[config.mk]
export PLATFORM = sky130hd
export DESIGN_NAME = escape_frame_parser_crc16_top
export DESIGN_NICKNAME = d
export VERILOG_FILES = /design/src/rtl/efp_pkg.sv /design/src/rtl/escape_frame_parser_crc16_top.sv
export SDC_FILE = /design/constraint.sdc
export NUM_CORES = 1
export LEC_CHECK = 0
export BUFFER_PORTS_ARGS = -buffer_cell sky130_fd_sc_hd__buf_4
export CORE_MARGIN = 5
export CORE_UTILIZATION = 28
export CTS_BUF_LIST = sky130_fd_sc_hd__clkbuf_8 sky130_fd_sc_hd__clkbuf_16
export DETAILED_ROUTE_END_ITERATION = 8
export SYNTH_ARGS = -nofsm -noshare
export SYNTH_HDL_FRONTEND = slang
export SYNTH_SLANG_ARGS = --single-unit
[constraint.sdc]
create_clock -name clock -period 5.6 [get_ports clock]
set_input_delay 1.12 -clock clock [delete_from_list [all_inputs] [get_ports clock]]
set_output_delay 1.12 -clock clock [all_outputs]
set_load 0.01 [all_outputs]
[src/rtl/efp_pkg.sv]
`default_nettype none

package efp_pkg;

   // Configuration register indexes
   localparam logic CSR_START_BYTE    = 1'b0;
   localparam logic CSR_STALL_TIMEOUT = 1'b1;

   // Reset values and fixed constants
   localparam logic [7:0]  START_BYTE_RESET    = 8'h2F;
   localparam logic [31:0] STALL_TIMEOUT_RESET = 32'd250000;
   localparam logic [8:0]  MAX_PARAMS          = 9'd256;
   localparam logic [15:0] CRC_POLY            = 16'h1021;

   // Item opcodes
   localparam logic OP_BYTE = 1'b0;
   localparam logic OP_POLL = 1'b1;

   // Parser phases
   localparam logic [2:0] PH_WAIT    = 3'd0;
   localparam logic [2:0] PH_CMD     = 3'd1;
   localparam logic [2:0] PH_ADDR_HI = 3'd2;
   localparam logic [2:0] PH_ADDR_LO = 3'd3;
   localparam logic [2:0] PH_LEN     = 3'd4;
   localparam logic [2:0] PH_PARAM   = 3'd5;
   localparam logic [2:0] PH_CRC_HI  = 3'd6;
   localparam logic [2:0] PH_CRC_LO  = 3'd7;

   // Result event codes
   localparam logic [2:0] EV_NONE    = 3'd0;
   localparam logic [2:0] EV_PARAM   = 3'd1;
   localparam logic [2:0] EV_GOOD    = 3'd2;
   localparam logic [2:0] EV_CRC_ERR = 3'd3;
   localparam logic [2:0] EV_STALL   = 3'd4;

   typedef struct packed {
      logic        opcode;
      logic [7:0]  data_byte;
      logic [31:0] time_now_us;
   } req_type;

   typedef struct packed {
      logic [2:0]  event_res;
      logic [7:0]  frame_command;
      logic [15:0] frame_address;
      logic [8:0]  frame_length;
      logic [7:0]  param_position;
      logic [7:0]  param_data;
      logic [31:0] crc_fail_total;
      logic [31:0] stall_total;
   } rsp_type;

   // CRC-16/XMODEM update by one byte, MSB first
   function automatic logic [15:0] crc16_byte(input logic [15:0] crc, input logic [7:0] b);
      logic [15:0] c;
      c = crc ^ {b, 8'h00};
      for (int i = 0; i < 8; i++) begin
         c = c[15] ? ({c[14:0], 1'b0} ^ CRC_POLY) : {c[14:0], 1'b0};
      end
      return c;
   endfunction

endpackage

`default_nettype wire

[src/rtl/escape_frame_parser_crc16_top.sv]
// An accepted item is held in the input register, then its result is registered on rsp_data.
// Throughput: one item per cycle unless rsp_ready stalls; one phase step, at most one CRC byte update, per item.
// While a finished result waits for rsp_ready, the input register takes one more item.
// Reset (synchronous, active high) returns the parser to waiting for the start byte,
// clears counters and frame fields, and reloads start byte 0x2F and timeout 250000 us.
`default_nettype none

module escape_frame_parser_crc16_top (
   input  wire logic             clock,
   input  wire logic             reset,
   input  wire logic             req_valid,
   output logic                  req_ready,
   input  wire efp_pkg::req_type req_data,
   output logic                  rsp_valid,
   input  wire logic             rsp_ready,
   output efp_pkg::rsp_type      rsp_data,
   input  wire logic             csr_we,
   input  wire logic             csr_index,
   input  wire logic [31:0]      csr_wdata
);

   // Configuration
   logic [7:0]  start_byte_ff, start_byte_in;
   logic [31:0] timeout_ff, timeout_in;

   // Input stage
   logic             in_valid_ff, in_valid_in;
   efp_pkg::req_type in_ff, in_in;

   // Parser state
   logic [2:0]  phase_ff, phase_in;
   logic [7:0]  command_ff, command_in;
   logic [15:0] address_ff, address_in;
   logic [8:0]  length_ff, length_in;
   logic [8:0]  count_ff, count_in;
   logic [15:0] crc_ff, crc_in;
   logic [7:0]  rcv_hi_ff, rcv_hi_in;
   logic        seen_ff, seen_in;
   logic [31:0] last_time_ff, last_time_in;
   logic [31:0] crc_fail_ff, crc_fail_in;
   logic [31:0] stall_ff, stall_in;

   // Result stage
   logic             rsp_valid_ff, rsp_valid_in;
   efp_pkg::rsp_type rsp_ff, rsp_in;

   logic        advance;
   logic        fire;
   logic [2:0]  ev;
   logic [7:0]  pos;
   logic [7:0]  pdata;
   logic [7:0]  b;
   logic [15:0] crc_upd;
   logic [8:0]  count_inc;
   logic [31:0] elapsed;

   // Handshake: result slot frees when taken, input slot when it moves on
   assign advance   = !rsp_valid_ff || rsp_ready;
   assign fire      = in_valid_ff && advance;
   assign req_ready = !in_valid_ff || advance;
   assign rsp_valid = rsp_valid_ff;
   assign rsp_data  = rsp_ff;

   always_comb begin
      in_valid_in  = (req_valid && req_ready) ? 1'b1 : (fire ? 1'b0 : in_valid_ff);
      in_in        = (req_valid && req_ready) ? req_data : in_ff;
      rsp_valid_in = fire ? 1'b1 : (rsp_ready ? 1'b0 : rsp_valid_ff);
   end

   // Configuration writes
   always_comb begin
      start_byte_in = start_byte_ff;
      timeout_in    = timeout_ff;
      if (csr_we) begin
         unique case (csr_index)
            efp_pkg::CSR_START_BYTE:    start_byte_in = csr_wdata[7:0];
            efp_pkg::CSR_STALL_TIMEOUT: timeout_in    = csr_wdata;
            default: ;
         endcase
      end
   end

   assign b         = in_ff.data_byte;
   assign crc_upd   = efp_pkg::crc16_byte((phase_ff == efp_pkg::PH_WAIT) ? 16'h0000 : crc_ff, b);
   assign count_inc = count_ff + 9'd1;
   assign elapsed   = in_ff.time_now_us - last_time_ff;

   // One parser step per item
   always_comb begin
      phase_in     = phase_ff;
      command_in   = command_ff;
      address_in   = address_ff;
      length_in    = length_ff;
      count_in     = count_ff;
      crc_in       = crc_ff;
      rcv_hi_in    = rcv_hi_ff;
      seen_in      = seen_ff;
      last_time_in = last_time_ff;
      crc_fail_in  = crc_fail_ff;
      stall_in     = stall_ff;
      ev           = efp_pkg::EV_NONE;
      pos          = 8'd0;
      pdata        = 8'd0;
      if (fire) begin
         if (in_ff.opcode == efp_pkg::OP_BYTE) begin
            seen_in = 1'b1;
            unique case (phase_ff)
               efp_pkg::PH_WAIT: begin
                  if (b == start_byte_ff) begin
                     crc_in   = crc_upd;
                     phase_in = efp_pkg::PH_CMD;
                  end
               end
               efp_pkg::PH_CMD: begin
                  command_in = b;
                  crc_in     = crc_upd;
                  phase_in   = efp_pkg::PH_ADDR_HI;
               end
               efp_pkg::PH_ADDR_HI: begin
                  address_in = {b, 8'h00};
                  crc_in     = crc_upd;
                  phase_in   = efp_pkg::PH_ADDR_LO;
               end
               efp_pkg::PH_ADDR_LO: begin
                  address_in = {address_ff[15:8], b};
                  crc_in     = crc_upd;
                  phase_in   = efp_pkg::PH_LEN;
               end
               efp_pkg::PH_LEN: begin
                  length_in = (b == 8'd0) ? efp_pkg::MAX_PARAMS : {1'b0, b};
                  crc_in    = crc_upd;
                  count_in  = 9'd0;
                  phase_in  = efp_pkg::PH_PARAM;
               end
               efp_pkg::PH_PARAM: begin
                  ev       = efp_pkg::EV_PARAM;
                  pos      = count_ff[7:0];
                  pdata    = b;
                  crc_in   = crc_upd;
                  count_in = count_inc;
                  if (count_inc >= length_ff) phase_in = efp_pkg::PH_CRC_HI;
               end
               efp_pkg::PH_CRC_HI: begin
                  rcv_hi_in = b;
                  phase_in  = efp_pkg::PH_CRC_LO;
               end
               efp_pkg::PH_CRC_LO: begin
                  if ({rcv_hi_ff, b} == crc_ff) begin
                     ev = efp_pkg::EV_GOOD;
                  end else begin
                     ev          = efp_pkg::EV_CRC_ERR;
                     crc_fail_in = crc_fail_ff + 32'd1;
                  end
                  phase_in = efp_pkg::PH_WAIT;
                  count_in = 9'd0;
                  crc_in   = 16'h0000;
               end
               default: ;
            endcase
         end else if (phase_ff != efp_pkg::PH_WAIT) begin
            // Poll: first poll after progress rearms the timer, else check the timeout
            if (seen_ff) begin
               seen_in      = 1'b0;
               last_time_in = in_ff.time_now_us;
            end else if (elapsed > timeout_ff) begin
               ev       = efp_pkg::EV_STALL;
               stall_in = stall_ff + 32'd1;
               phase_in = efp_pkg::PH_WAIT;
               count_in = 9'd0;
               crc_in   = 16'h0000;
            end
         end
      end
   end

   // Result item from the state after the step
   always_comb begin
      rsp_in = rsp_ff;
      if (fire) begin
         rsp_in.event_res      = ev;
         rsp_in.frame_command  = command_in;
         rsp_in.frame_address  = address_in;
         rsp_in.frame_length   = length_in;
         rsp_in.param_position = pos;
         rsp_in.param_data     = pdata;
         rsp_in.crc_fail_total = crc_fail_in;
         rsp_in.stall_total    = stall_in;
      end
   end

   // Control and visible state
   always_ff @(posedge clock) begin
      if (reset) begin
         start_byte_ff <= efp_pkg::START_BYTE_RESET;
         timeout_ff    <= efp_pkg::STALL_TIMEOUT_RESET;
         in_valid_ff   <= 1'b0;
         rsp_valid_ff  <= 1'b0;
         phase_ff      <= efp_pkg::PH_WAIT;
         command_ff    <= 8'd0;
         address_ff    <= 16'd0;
         length_ff     <= 9'd0;
         count_ff      <= 9'd0;
         crc_ff        <= 16'd0;
         rcv_hi_ff     <= 8'd0;
         seen_ff       <= 1'b0;
         last_time_ff  <= 32'd0;
         crc_fail_ff   <= 32'd0;
         stall_ff      <= 32'd0;
      end else begin
         start_byte_ff <= start_byte_in;
         timeout_ff    <= timeout_in;
         in_valid_ff   <= in_valid_in;
         rsp_valid_ff  <= rsp_valid_in;
         phase_ff      <= phase_in;
         command_ff    <= command_in;
         address_ff    <= address_in;
         length_ff     <= length_in;
         count_ff      <= count_in;
         crc_ff        <= crc_in;
         rcv_hi_ff     <= rcv_hi_in;
         seen_ff       <= seen_in;
         last_time_ff  <= last_time_in;
         crc_fail_ff   <= crc_fail_in;
         stall_ff      <= stall_in;
      end
   end

   // Payload registers
   always_ff @(posedge clock) begin
      in_ff  <= in_in;
      rsp_ff <= rsp_in;
   end

endmodule

`default_nettype wire

==> flow_metrics.tcl, run 1 <==
set metrics [dict create \
    portBuffers 196 \
    grt_max_degree 86 \
    syn_area_um2 16800 \
    hold_class "reg -> reg" \
    coreArea_um2 59100 \
    fin_crit_ps 5220 \
    synthArstFlopShare_pct 0 \
    nNetsFinal 1978 \
    cts_sinks 365 \
    rr_endpoint "crc_ff[1]" \
    wirelength_um 41400 \
    routabilityCongestion 0.821 \
    die_area_um2 64800 \
    reg2reg_depth 22 \
    cts_tree "yes" \
    irDropWorstVdd_mv 0.184 \
    endpoint_kind "flip-flop" \
    synth_edf_count 157 \
    tightest_slew_ps 1170 \
    numCtsBuffers 42 \
    setup_viol 0 \
    power_mw 6.20 \
    grt_antenna_before_repair 0 \
    clk_pin_slew_ps 60 \
    post-place-ws_ps -182 \
    grt_overflow 0 \
    synthCells 1635 \
    arrival_ps 5730 \
    finClkSkew_ps 20.8 \
    worst_slack_ps 378 \
    worstHoldEndpoint "last_time_ff[17]" \
    cts-root-buf "clkbuf_16" \
    die_h_um 255 \
    holdBufCountCts 0 \
    final_cell_mix "nand2_1, buf_4, dfxtp_1, edfxtp_1, a21oi_1" \
    drc 0 \
    synth-seq-cells 365 \
    worstSetupStartpointType "flip-flop" \
    avgViaCountPerCell 4.56 \
    dp_hpwl_um 29300 \
    slew_headroom_pct 21.2 \
    pin_count 197 \
    dr.pass1.iters 5 \
    antenna_cells 0 \
    synth_fp_nets 1793 \
    grt_pass1_vias 12200 \
    drive_above_1_share_pct 17.2 \
    status "finished, final reports clean" \
    grt_pass1_wl_um 65100 \
    power.density_nw_per_um2 302 \
    finalHoldViolations 0 \
    worstPathRequired_ps 6110 \
    ys_warn_count 0 \
    drt_iter0_drc 613 \
    multi_input_area_um2 7280 \
    nFillCells 5892 \
    h-tree-depth 2 \
    min_path_cells 2 \
    ctsLongestPathBuffers 3 \
    postCtsSetupRepairBufs 0 \
    start_util_pct 28.3 \
    die_x_um 255 \
    ys_seq_area_share_pct 53.0 \
    critical_path_class "reg -> reg" \
    rsz0062_at_grt "false" \
    grt_usage_pct 12.5 \
    wl_per_cell_um 15.8 \
    slew_viol_final 0 \
    seq_area_um2 8880 \
    syn2layout_area_growth_pct 22.4 \
    fmax_ghz 0.192 \
    vias 12000 \
    rows 89 \
    synth.distinct_cells 60 \
    holdWs_ps 455 \
    postSynthAreaPerCell_um2 10.3 \
    maxCapViolCount 0 \
    r2r_start "in_ff[0]" \
    ant_nets 0 \
    power_leakage_nw 7.78 \
    clk_latency_ps 570 \
    cp_max_fo 16 \
    period_share_pct 93.2 \
    mostFrequentLayoutCell "nand2_1" \
    r2r_slack_ps 380 \
    hp-start "last_time_ff[17]" \
    synth_top_flop_cell "dfxtp_1" \
]
-- cells by family (layout without fill, tap and decap cells) --
kind of cell               after synthesis  after routing  synth area share, %
AOI/OAI and AO/OA                      241            241                 9.03
xor gates and xnor gates               151            151                 7.89
adders and majority gates               80             80                 6.00
buffers and inverters                  163            382                 3.84
DFF                                    365            365                 53.0
muxes                                   33             33                 2.07
and+or+nand+nor                        602            602                 18.2
-- flip-flops by register name, indices dropped and copies added (netlist names), 8 cells and up --
name / count
crc_ff: 16
stall_ff: 32
last_time_ff: 32
length_ff: 9
timeout_ff: 32
crc_fail_ff: 32
b: 8
command_ff: 8
address_ff: 16
rcv_hi_ff: 8
count_ff: 9
in_ff: 33
rsp_data: 116
start_byte_ff: 8
-- metal layers --
layer | vias to the layer above | global-route usage, % | part of all wire [%]
met4 | 0 | 3.54 | 2.1
li1 | 5990 | - | -
met5 | - | 0 | 0
met1 | 5683 | 16.3 | 45
met3 | 61 | 2.61 | 5.2
met2 | 258 | 20.9 | 47
-- cell usage after synthesis (6+ instances only) --
master | n | share of area (%)
o21bai_1 | 6 | 0.27
nor3_1 | 16 | 0.48
a21o_1 | 13 | 0.58
nor4_1 | 8 | 0.30
nor2_1 | 60 | 1.3
buf_2 | 14 | 0.42
nand2_1 | 229 | 5.1
mux2_2 | 13 | 0.87
dfxtp_1 | 208 | 25
clkbuf_1 | 47 | 1.1
ha_1 | 78 | 5.8
nand4_1 | 21 | 0.78
o21ai_0 | 30 | 0.90
xnor2_1 | 96 | 5.0
nand2b_1 | 20 | 0.75
nand3_1 | 53 | 1.6
inv_1 | 92 | 2.1
xor2_1 | 55 | 2.9
buf_1 | 7 | 0.16
a211o_1 | 8 | 0.42
mux2i_1 | 20 | 1.2
and2_1 | 23 | 0.86
a22o_1 | 25 | 1.3
nand3b_1 | 11 | 0.49
o21a_1 | 7 | 0.31
edfxtp_1 | 157 | 28
a21oi_1 | 111 | 3.3
and3_1 | 19 | 0.71
nor2b_1 | 105 | 3.9
or3_1 | 7 | 0.26
a211oi_1 | 9 | 0.40
-- worst max-delay path, stage by stage, from the launching register on --
cell and delay (ps):
edfxtp_1 380, inv_1 70, ha_1 170, inv_1 60, fa_1 400, a21oi_1 200, o22ai_1 180, a2111o_1 510
nand3_1 140, a21oi_1 120, o41ai_2 300, buf_4 190, xnor2_1 120, ha_1 280, nand2_1 80, o21a_1 130
o211ai_1 100, a221oi_1 280, buf_4 180, and3_1 260, o21ai_2 120, a21oi_2 640, a22o_1 250
-- per-stage QoR --
step	util (%)	TNS (ps)	cell area [um^2]	cells
6_report	34.7	0	20500	2627
5_1_grt	34.7	0	20500	2627
4_1_cts	34.6	0	20500	2627
3_5_place_dp	32.2	-2650	19000	2549
3_3_place_gp	32.2	-353	19000	2549
2_1_floorplan	-	0	16800	1635
-- worst max path at each step --
stage | to | cells past startpoint | slack (ps) | start
6_report | crc_ff[1] | 22 | 380 | in_ff[0]
5_1_grt | crc_ff[10] | 22 | 10 | in_ff[0]
4_1_cts | stall_ff[1] | 21 | 90 | in_ff[0]
3_5_place_dp | crc_ff[3] | 19 | -180 | in_ff[0]
3_3_place_gp | crc_ff[15] | 19 | -20 | in_ff[0]
2_1_floorplan | rsp_data[1] | 20 | 750 | in_ff[0]
-- cell type report --
class                   instances  area share (%)
well taps                     773            4.72
clock buffers                  46            5.39
repair buffers                212            7.80
inverters                      92            1.68
clock inverters                32            1.65
multi-input cells            1107            35.5
flip-flops and latches        365            43.3
-- repair_timing --
item	in CTS	in global routing
resized for setup	1	5
endpoints found under the setup margin	16	80
pin swaps	0	1
-- where the power goes --
| group | leakage (nW) | switching, mW | internal (mW) |
|---|---|---|---|
| clock | 0.732 | 1.15 | 1.67 |
| sequential | 3.13 | 0.0468 | 2.85 |
| combinational | 3.92 | 0.272 | 0.214 |
No activity file was read; power rests on OpenSTA's default activity.
==> inputs of run 2 (changes only) <==
Settings changed: ABC_AREA set to 1.
==> flow_metrics.tcl, run 2 <==
set metrics [dict create \
    grt_pass1_vias 13700 \
    dp_hpwl_um 34700 \
    hp-start "last_time_ff[25]" \
    vias 14200 \
    cts_resized 0 \
    synth_top_flop_cell "dfxtp_1" \
    finalHoldViolations 0 \
    postSynthAreaPerCell_um2 8.32 \
    cts-root-buf "clkbuf_16" \
    mostFrequentLayoutCell "nand2_1" \
    grt_usage_pct 13.6 \
    fin_crit_ps 4460 \
    worstSetupStartpointType "flip-flop" \
    synthArstFlopShare_pct 0 \
    coreArea_um2 63000 \
    antenna_cells 0 \
    rsz0062_at_grt "false" \
    netlist.area_leader.share_pct 26.6 \
    largest_reg_flops 116 \
    numCtsBuffers 44 \
    clk_latency_ps 580 \
    intPower_mw 4.87 \
    endpoint_kind "flip-flop" \
    critical_path_class "reg -> reg" \
    tightest_slew_ps 1080 \
    synthTopCellsByCount "nand2_1, inv_1, nor2_1" \
    synth_area_leaders "edfxtp_1, dfxtp_1, nand2_1" \
    rows 92 \
    wl_per_cell_um 14.8 \
    ctsLongestPathBuffers 3 \
    clk_pin_slew_ps 50 \
    setup_viol 0 \
    portBuffers 196 \
    nFillCells 6582 \
    fmax_ghz 0.224 \
    synth_edf_count 157 \
    slew_headroom_pct 28.2 \
    grt_antenna_before_repair 0 \
    power_mw 6.44 \
    stdcell_area_um2 21700 \
    finClkSkew_ps 27.0 \
    drt_iter0_drc 924 \
    die_area_um2 68500 \
    syn_area_um2 17700 \
    cp_max_fo 18 \
    cts_tree "yes" \
    power.share.sequential_pct 45.1 \
    swShare_pct 24.4 \
    synth-seq-cells 365 \
    dr.pass1.iters 5 \
    cts_sinks 365 \
    slew_viol_final 0 \
    ant_nets 0 \
    hold_class "reg -> reg" \
    drc 0 \
    cp-startpoint "in_ff[2]" \
    arrival_ps 4890 \
    pin_count 197 \
    h-tree-depth 2 \
    grt_max_degree 75 \
    die_x_um 262 \
    clkPwrFrac_pct 46.0 \
    start_util_pct 28.2 \
    synthCells 2132 \
    die_h_um 262 \
    nNetsFinal 2490 \
    timing.setup.tns_ps 0 \
    drive_above_1_share_pct 13.7 \
    final_cell_mix "nand2_1, inv_1, nor2_1, dfxtp_1, buf_4" \
    r2r_start "in_ff[2]" \
    maxCapViolCount 0 \
    ys_seq_area_share_pct 50.0 \
    wirelength_um 47600 \
    dp_cells 3132 \
    period_share_pct 79.6 \
    power_frac_comb_pct 9.0 \
    avgViaCountPerCell 4.41 \
    syn2layout_area_growth_pct 22.1 \
    power.density_nw_per_um2 297 \
    wl_met2_um 21800 \
    status "finished, final reports clean" \
    synth_fp_nets 2290 \
    wl_met3_um 2610 \
    holdBufCountCts 0 \
    irDropWorstVdd_mv 0.201 \
    instances_no_fill 3214 \
    routabilityCongestion 0.870 \
    ys_warn_count 0 \
    switchingPower_mw 1.57 \
    synth.distinct_cells 49 \
    worstPathRequired_ps 6040 \
    grt_overflow 0 \
    postCtsSetupRepairBufs 0 \
    grt_pass1_wl_um 74300 \
    yosysTopAreaCell "edfxtp_1" \
    met1Wirelength_um 22200 \
    power_leakage_nw 9.31 \
    top_layer_used "met4" \
    yosysMostFrequentCell "nand2_1" \
    placedInstanceArea_um2 20100 \
]
==> run 2: worst max-delay path, stage by stage (launching register included) <==
cell,delay [ps]
edfxtp_1,380
ha_1,370
a21oi_1,160
nand2_1,110
a21oi_1,210
o21ai_0,160
a21boi_0,440
o21ai_0,230
nand2_1,120
nand2_1,50
nand2_1,50
nand2_1,50
ha_1,290
a21oi_1,130
o21ai_0,90
nand2_1,60
nand2_1,40
a21oi_1,310
nand2_1,130
nand2_1,150
nand2_2,100
buf_4,230
nand2_2,200
inv_2,70
o21ai_1,120
nor2_1,50
==> run 2: cells by family after synthesis <==
kind of cell | share of synthesized area (%)
AOI/OAI and AO/OA | 10.1
xor gates and xnor gates | 4.88
adders and majority gates | 5.61
buffers and inverters | 7.60
DFF | 50.0
and+or+nand+nor | 21.8
==> run 2: area by class of cell <==
cell class / instances / area (um^2) / share of cell area, %
clock buffers: 51 / 1210 / 5.58
well taps: 846 / 1060 / 4.88
multi-input cells: 1411 / 7520 / 34.7
repair buffers: 205 / 1540 / 7.10
clock inverters: 31 / 322 / 1.48
inverters: 305 / 1150 / 5.29
flip-flops and latches: 365 / 8880 / 41.0
==> run 2: stage by stage <==
step / util [%] / worst slack (ps) / hold slack (ps)
floorplan: - / 462 / 433
global placement: 32.0 / 1030 / 442
detailed placement: 32.0 / 1040 / 451
CTS: 34.4 / 1020 / 460
global route: 34.4 / 489 / 478
finish: 34.4 / 1140 / 458
==> run 2: final timing paths <==
| check | slack (ps) | endpoint | depth (start not counted) |
|---|---|---|---|
| worst max register to register | 1140 | count_ff[8] | 25 |
| worst min register to register | 460 | last_time_ff[25] | 2 |
| worst min-delay path | 460 | last_time_ff[25] | 2 |
| worst max-delay path | 1140 | count_ff[8] | 25 |
==> run 2: layer usage <==
metal / global-route usage, % / vias up
met5: 0 / -
met3: 2.82 / 58
met1: 18.3 / 6433
met2: 22.5 / 314
met4: 3.31 / 0
li1: - / 7362
==> run 2: power groups by stage <==
stage          clock network (mW)  registers, mW  logic [mW]
2_1_floorplan                   0           2.97       0.327
3_3_place_gp                    0           2.96       0.579
3_5_place_dp                    0           2.96       0.583
4_1_cts                      3.07           2.90       0.586
5_1_grt                      3.17           2.91       0.651
6_report                     2.96           2.90       0.577
